$ cat src/rtl/lpbr_pkg.sv
// ----------------------------------------------------------------------------
// Length-prefixed bit receiver package
// Shared constants and the per-request result type.
// ----------------------------------------------------------------------------
package lpbr_pkg;

    localparam int unsigned BYTE_BITS = 8;

    typedef struct packed {
        logic                 reply_busy;
        logic                 byte_valid;
        logic [BYTE_BITS-1:0] byte_data;
        logic                 message_last;
    } t_result;

endpackage

$ cat src/rtl/lpbr_ctrl.sv
// ----------------------------------------------------------------------------
// Length-prefixed bit receiver control
// Holds the sender lock, length header and byte assembly state, and
// computes the result of the request presented this cycle.
// ----------------------------------------------------------------------------
module lpbr_ctrl
    import lpbr_pkg::*;
#(
    parameter int unsigned ID_BITS     = 22,
    parameter int unsigned LENGTH_BITS = 32
) (
    input  logic               i_clk,
    input  logic               i_rst_n,
    input  logic               i_fire,
    input  logic [ID_BITS-1:0] i_sender_id,
    input  logic               i_bit_value,
    output t_result            o_result
);

    localparam int unsigned HC_W  = $clog2(LENGTH_BITS + 1);
    localparam int unsigned BIB_W = $clog2(BYTE_BITS);

    typedef enum logic [1:0] {
        PH_IDLE,
        PH_HEADER,
        PH_MESSAGE
    } t_phase;

    t_phase                 r_phase,         n_phase;
    logic [ID_BITS-1:0]     r_owner_id,      n_owner_id;
    logic [LENGTH_BITS-1:0] r_length,        n_length;
    logic [HC_W-1:0]        r_header_count,  n_header_count;
    logic [BYTE_BITS-1:0]   r_byte_shift,    n_byte_shift;
    logic [BIB_W-1:0]       r_bit_in_byte,   n_bit_in_byte;
    logic [LENGTH_BITS-1:0] r_byte_index,    n_byte_index;

    logic [LENGTH_BITS-1:0] w_length_next;
    logic [BYTE_BITS-1:0]   w_byte_next;
    logic [LENGTH_BITS-1:0] w_index_next;

    assign w_length_next = {r_length[LENGTH_BITS-2:0], i_bit_value};
    assign w_byte_next   = {r_byte_shift[BYTE_BITS-2:0], i_bit_value};
    assign w_index_next  = r_byte_index + LENGTH_BITS'(1);

    always_comb begin
        n_phase        = r_phase;
        n_owner_id     = r_owner_id;
        n_length       = r_length;
        n_header_count = r_header_count;
        n_byte_shift   = r_byte_shift;
        n_bit_in_byte  = r_bit_in_byte;
        n_byte_index   = r_byte_index;
        o_result       = '0;

        case (r_phase)
            PH_HEADER: begin
                if (i_sender_id != r_owner_id) begin
                    o_result.reply_busy = 1'b1;
                end else begin
                    n_length       = w_length_next;
                    n_header_count = r_header_count + HC_W'(1);
                    if (r_header_count == HC_W'(LENGTH_BITS - 1)) begin
                        if (w_length_next == '0) begin
                            o_result.message_last = 1'b1;
                            n_phase               = PH_IDLE;
                        end else begin
                            n_phase       = PH_MESSAGE;
                            n_byte_shift  = '0;
                            n_bit_in_byte = '0;
                            n_byte_index  = '0;
                        end
                    end
                end
            end
            PH_MESSAGE: begin
                if (i_sender_id != r_owner_id) begin
                    o_result.reply_busy = 1'b1;
                end else begin
                    n_byte_shift  = w_byte_next;
                    n_bit_in_byte = r_bit_in_byte + BIB_W'(1);
                    if (r_bit_in_byte == BIB_W'(BYTE_BITS - 1)) begin
                        o_result.byte_valid = 1'b1;
                        o_result.byte_data  = w_byte_next;
                        n_byte_shift        = '0;
                        n_byte_index        = w_index_next;
                        if (w_index_next == r_length) begin
                            o_result.message_last = 1'b1;
                            n_phase               = PH_IDLE;
                        end
                    end
                end
            end
            default: begin
                n_phase        = PH_HEADER;
                n_owner_id     = i_sender_id;
                n_length       = '0;
                n_header_count = '0;
            end
        endcase
    end

    always_ff @(posedge i_clk) begin
        if (!i_rst_n) begin
            r_phase        <= PH_IDLE;
            r_owner_id     <= '0;
            r_length       <= '0;
            r_header_count <= '0;
            r_byte_shift   <= '0;
            r_bit_in_byte  <= '0;
            r_byte_index   <= '0;
        end else if (i_fire) begin
            r_phase        <= n_phase;
            r_owner_id     <= n_owner_id;
            r_length       <= n_length;
            r_header_count <= n_header_count;
            r_byte_shift   <= n_byte_shift;
            r_bit_in_byte  <= n_bit_in_byte;
            r_byte_index   <= n_byte_index;
        end
    end

endmodule

$ cat src/rtl/length_prefixed_bit_receiver_core.sv
// ----------------------------------------------------------------------------
// Length-prefixed bit receiver core
// Each input request carries one bit from a tagged sender. The first request
// seen while idle locks onto its sender and its bit is dropped. The owner's
// next LENGTH_BITS bits give a byte count, most significant bit first, and
// the bits after that are packed into bytes, most significant bit first.
// Every request produces exactly one output request: a proceed reply to the
// owner, or a busy reply to any other sender. A completed byte rides on the
// owner's reply, and the reply that ends the message is flagged as last.
// A zero count ends the message on the last header bit.
// The output is valid in the cycle after input acceptance, and one request
// per cycle is sustained while the output is not stalled; the single
// output register sets this. Input stays ready while that register is empty
// or being drained, so a receiver stall stalls the input in the same cycle.
// Reset clears the lock and all counters and empties the output register.
// ----------------------------------------------------------------------------
module length_prefixed_bit_receiver_core
    import lpbr_pkg::*;
#(
    parameter int unsigned ID_BITS     = 22,
    parameter int unsigned LENGTH_BITS = 32
) (
    input  logic                 i_clk,
    input  logic                 i_rst_n,
    input  logic                 i_in_valid,
    output logic                 o_in_ready,
    input  logic [ID_BITS-1:0]   i_sender_id,
    input  logic                 i_bit_value,
    output logic                 o_out_valid,
    input  logic                 i_out_ready,
    output logic [ID_BITS-1:0]   o_reply_to,
    output logic                 o_reply_busy,
    output logic                 o_byte_valid,
    output logic [BYTE_BITS-1:0] o_byte_data,
    output logic                 o_message_last
);

    logic               w_fire;
    t_result            w_result;
    logic               r_out_valid;
    logic [ID_BITS-1:0] r_reply_to;
    t_result            r_result;

    assign o_in_ready = !r_out_valid || i_out_ready;
    assign w_fire     = i_in_valid && o_in_ready;

    lpbr_ctrl #(
        .ID_BITS     (ID_BITS),
        .LENGTH_BITS (LENGTH_BITS)
    ) u_ctrl (
        .i_clk       (i_clk),
        .i_rst_n     (i_rst_n),
        .i_fire      (w_fire),
        .i_sender_id (i_sender_id),
        .i_bit_value (i_bit_value),
        .o_result    (w_result)
    );

    always_ff @(posedge i_clk) begin
        if (!i_rst_n) begin
            r_out_valid <= 1'b0;
        end else if (o_in_ready) begin
            r_out_valid <= i_in_valid;
        end
    end

    always_ff @(posedge i_clk) begin
        if (w_fire) begin
            r_reply_to <= i_sender_id;
            r_result   <= w_result;
        end
    end

    assign o_out_valid    = r_out_valid;
    assign o_reply_to     = r_reply_to;
    assign o_reply_busy   = r_result.reply_busy;
    assign o_byte_valid   = r_result.byte_valid;
    assign o_byte_data    = r_result.byte_data;
    assign o_message_last = r_result.message_last;

endmodule

$ cat config.mk
export PLATFORM = sky130hd
export DESIGN_NAME = length_prefixed_bit_receiver_core
export DESIGN_NICKNAME = d
export VERILOG_FILES = /design/src/rtl/lpbr_pkg.sv /design/src/rtl/lpbr_ctrl.sv /design/src/rtl/length_prefixed_bit_receiver_core.sv
export SDC_FILE = /design/constraint.sdc
export NUM_CORES = 1
export LEC_CHECK = 0
export ABC_AREA = 1
export BUFFER_PORTS_ARGS = -buffer_cell sky130_fd_sc_hd__buf_2
export CAP_MARGIN = 20
export CORE_ASPECT_RATIO = 0.5
export CORE_MARGIN = 4
export CORE_UTILIZATION = 63
export CTS_CLUSTER_DIAMETER = 120
export DETAILED_ROUTE_END_ITERATION = 12
export PLACE_DENSITY = 0.82
export SLEW_MARGIN = 30
export SYNTH_ARGS = -nofsm -noshare
export SYNTH_HDL_FRONTEND = slang
export SYNTH_SLANG_ARGS = --single-unit
$ cat constraint.sdc
create_clock -name i_clk -period 6.35 [get_ports i_clk]
set_input_delay 1.27 -clock i_clk [delete_from_list [all_inputs] [get_ports i_clk]]
set_output_delay 1.27 -clock i_clk [all_outputs]
set_load 0.005 [all_outputs]
==> impl_metrics.yaml <==
place:
  port_buffers: 61
  gp_congestion: 0.950
  hpwl_mm: 13.8
  place_worst_setup_slack_ns: 2.61
  placed_cell_area_um2: 7910
sta:
  finalCriticalPeriod_ns: 3.40
  finClkSkew_ns: 0.0115
  final-setup-viol-count: 0
  slew_headroom_pct: 40.1
  tns_ns: 0
  fin_hold_ws_ns: 0.458
  max_freq_ghz: 0.294
  min_period_over_period_pct: 53.6
  slew_violations: 0
  rsz0062_at_grt: "false"
  worst_pin_slew_ns: 0.896
  hold_violations: 0
  setup_ws_ns: 2.95
global_routing:
  grt_antenna_before_repair: 0
  grt_use_total_pct: 29.4
  grt_pass1_wl_mm: 32.9
  grt_max_degree: 73
  grt_pass1_vias: 6683
  grt_overflow: 0
power:
  peakVddDrop_uv: 197
  p_leak_nw: 3.38
  powerDensity_nw_per_um2: 304
run:
  cap_violations: 0
run_status:
  status: "complete, no violations"
yosys:
  synthesis.area_um2: 7530
  syn-num-nets: 1142
  synth_cells: 1109
  yosys_warnings: 0
  synth_seq_cells: 138
  syn_avg_cell_area_um2: 6.79
  ys_types: 38
  seq_area_frac_synth_pct: 41.1
floorplan:
  die_w_um: 163
  ios: 62
  start_util_pct: 66.5
  core_region_area_um2: 11300
  die_area_um2: 13900
  dieHeight_um: 85.3
  rows: 27
layout:
  diodes: 0
  fin_util_pct: 75.1
  drive_gt1_share_pct: 11.0
  nNetsFinal: 1189
  postLayoutCellArea_um2: 8500
  syn2layout_area_growth_pct: 12.9
critical_path:
  critPathRequiredTime_ns: 6.69
  crit_path_max_fanout: 38
  start_kind: "primary input"
  endpoint_kind: "register"
  worstSetupPathType: "in2reg"
  crit_arrival_ns: 3.75
cts:
  post_cts_resized: 0
  numClockSinks: 138
  root_buffer: "clkbuf_16"
  cts_made_buffers: 17
  cts_tree: "built"
  cts_hold_buf: 0
  postCtsSetupBuffers: 0
  clk_latency_ns: 0.43
  cts_htree_levels: 4
  clk_pin_slew_ns: 0.06
  cts_buffer_depth: 2
route:
  dr.pass1.iters: 6
  wl_per_cell_um: 15.2
  via_count: 7557
  vias_per_cell: 5.69
  drc_errors: 0
  final_antenna_net_count: 0
  drt-total-wl_mm: 20.2
  drt_iter0_markers: 751
hold_path:
  hp-class: "reg2reg"
[area by class of cell]
cell class	instances	area (um^2)
multi-input combinational	823	3850
inverter	108	405
fill	871	2820
timing repair buffer	68	358
tap	159	199
sequential	138	3090
clock buffer	18	429
clock inverter	14	159
[critical path, stage by stage]
cell     delay, ns
buf_2         0.12
xnor2_1       0.13
nand3_1       0.09
nor4_1        0.52
nand2_1       0.23
nand2_1       0.16
nand3_1       0.09
buf_4         0.28
inv_2         0.48
nand3_1       0.18
a21oi_1       0.19
[per-layer routing]
layer / track usage [%] / part of all wire, % / vias up
li1: - / - / 3700
met1: 42.4 / 44 / 3427
met2: 46.1 / 42 / 406
met3: 5.39 / 13 / 24
met4: 7.38 / 1.1 / 0
met5: 0 / 0 / -
[cells by family (layout without fill, tap and decap cells)]
logic type      after synthesis  after routing  synth area share, %
compound gates              136            136                 9.21
xor+xnor                     17             17                 2.18
fa+ha+maj                     6              6                0.997
buf+inv                     148            208                 7.71
flops                       138            138                 41.1
simple gates                664            664                 38.8
[state kept, by name (all words and copies together), names as in the netlist]
name                   cells
o_byte_data                8
o_out_valid                1
u_ctrl.r_header_count      6
u_ctrl.r_length           32
o_reply_to                22
u_ctrl.r_bit_in_byte       3
u_ctrl.r_byte_shift        7
o_message_last             1
o_byte_valid               1
u_ctrl.r_owner_id         22
u_ctrl.r_byte_index       32
u_ctrl.r_phase             2
o_reply_busy               1
[through the flow]
step	std cells	power (mW)
finish	1328	2.58
global route	1328	2.70
CTS	1328	2.57
detailed placement	1296	1.59
global placement	1296	1.57
floorplan	1109	1.44
[cell usage in the layout, fill, tap and decap left out, types with 2 or more instances in the layout]
cell       netlist  final
inv_6            0      5
clkinv_1         2      2
nand2_2          6      6
edfxtp_1        33     33
and3_1           2      2
o21ai_0         21     21
nor3b_1          5      5
nor4_1          10     10
nand3_1        119    119
ha_1             6      6
nand3b_1        14     14
clkbuf_16        0     17
nand4_1         20     20
nor2_1         132    132
buf_4            2      7
inv_2            4      5
nand2_1        333    333
clkinv_2         0      2
inv_1          102    101
xor2_1          10     10
clkinv_4         0      3
a21oi_1        110    110
nor2_2           4      4
xnor2_1          6      6
or2_2            6      6
nor3_1           3      3
dfxtp_1        105    105
nor2_4           6      6
bufinv_16        0      2
buf_2            8     61
[final timing paths]
check	end	slack (ns)	start	depth (start not counted)
max	u_ctrl.r_length[13]$_SDFFE_PN0P_	2.95	i_sender_id[7]	11
min	u_ctrl.r_header_count[4]$_SDFFE_PN0P_	0.46	u_ctrl.r_header_count[4]$_SDFFE_PN0P_	2
max reg2reg	o_message_last$_DFFE_PP_	3.39	u_ctrl.r_byte_index[2]$_SDFFE_PN0P_	14
min reg2reg	u_ctrl.r_header_count[4]$_SDFFE_PN0P_	0.46	u_ctrl.r_header_count[4]$_SDFFE_PN0P_	2
[synth_stat cells]
library cell	number	area, um^2
nand2_1	333	1250
buf_2	8	40.0
xnor2_1	6	52.6
inv_1	102	383
nand3_1	119	596
nor2_1	132	495
nor2_8	1	20.0
o21ai_1	1	5.00
nand3_4	1	17.5
or2_2	6	37.5
clkbuf_1	28	105
nand2_2	6	37.5
ha_1	6	75.1
edfxtp_1	33	991
nor3_1	3	15.0
buf_6	1	11.3
nor2_4	6	67.6
nand2_4	1	11.3
o21bai_1	1	7.51
o211a_1	1	10.0
o211ai_1	1	7.51
buf_1	1	3.75
or3_1	1	6.26
clkinv_1	2	7.51
nand3b_1	14	105
nor2_2	4	25.0
nor3b_1	5	37.5
dfxtp_1	105	2100
and3_1	2	12.5
inv_2	4	15.0
xor3_1	1	23.8
o31ai_1	1	7.51
nor4_1	10	62.6
buf_4	2	15.0
nand4_1	20	125
xor2_1	10	87.6
a21oi_1	110	551
o21ai_0	21	105
[power breakdown]
group | total [mW] | internal (mW) | switching, mW | leakage (nW)
Clock | 0.999 | 0.587 | 0.412 | 0.288
Sequential | 1.02 | 0.979 | 0.0382 | 1.18
Combinational | 0.569 | 0.151 | 0.418 | 1.92
Total | 2.58 | 1.72 | 0.867 | 3.38
No activity file was read; power rests on OpenSTA's default activity.
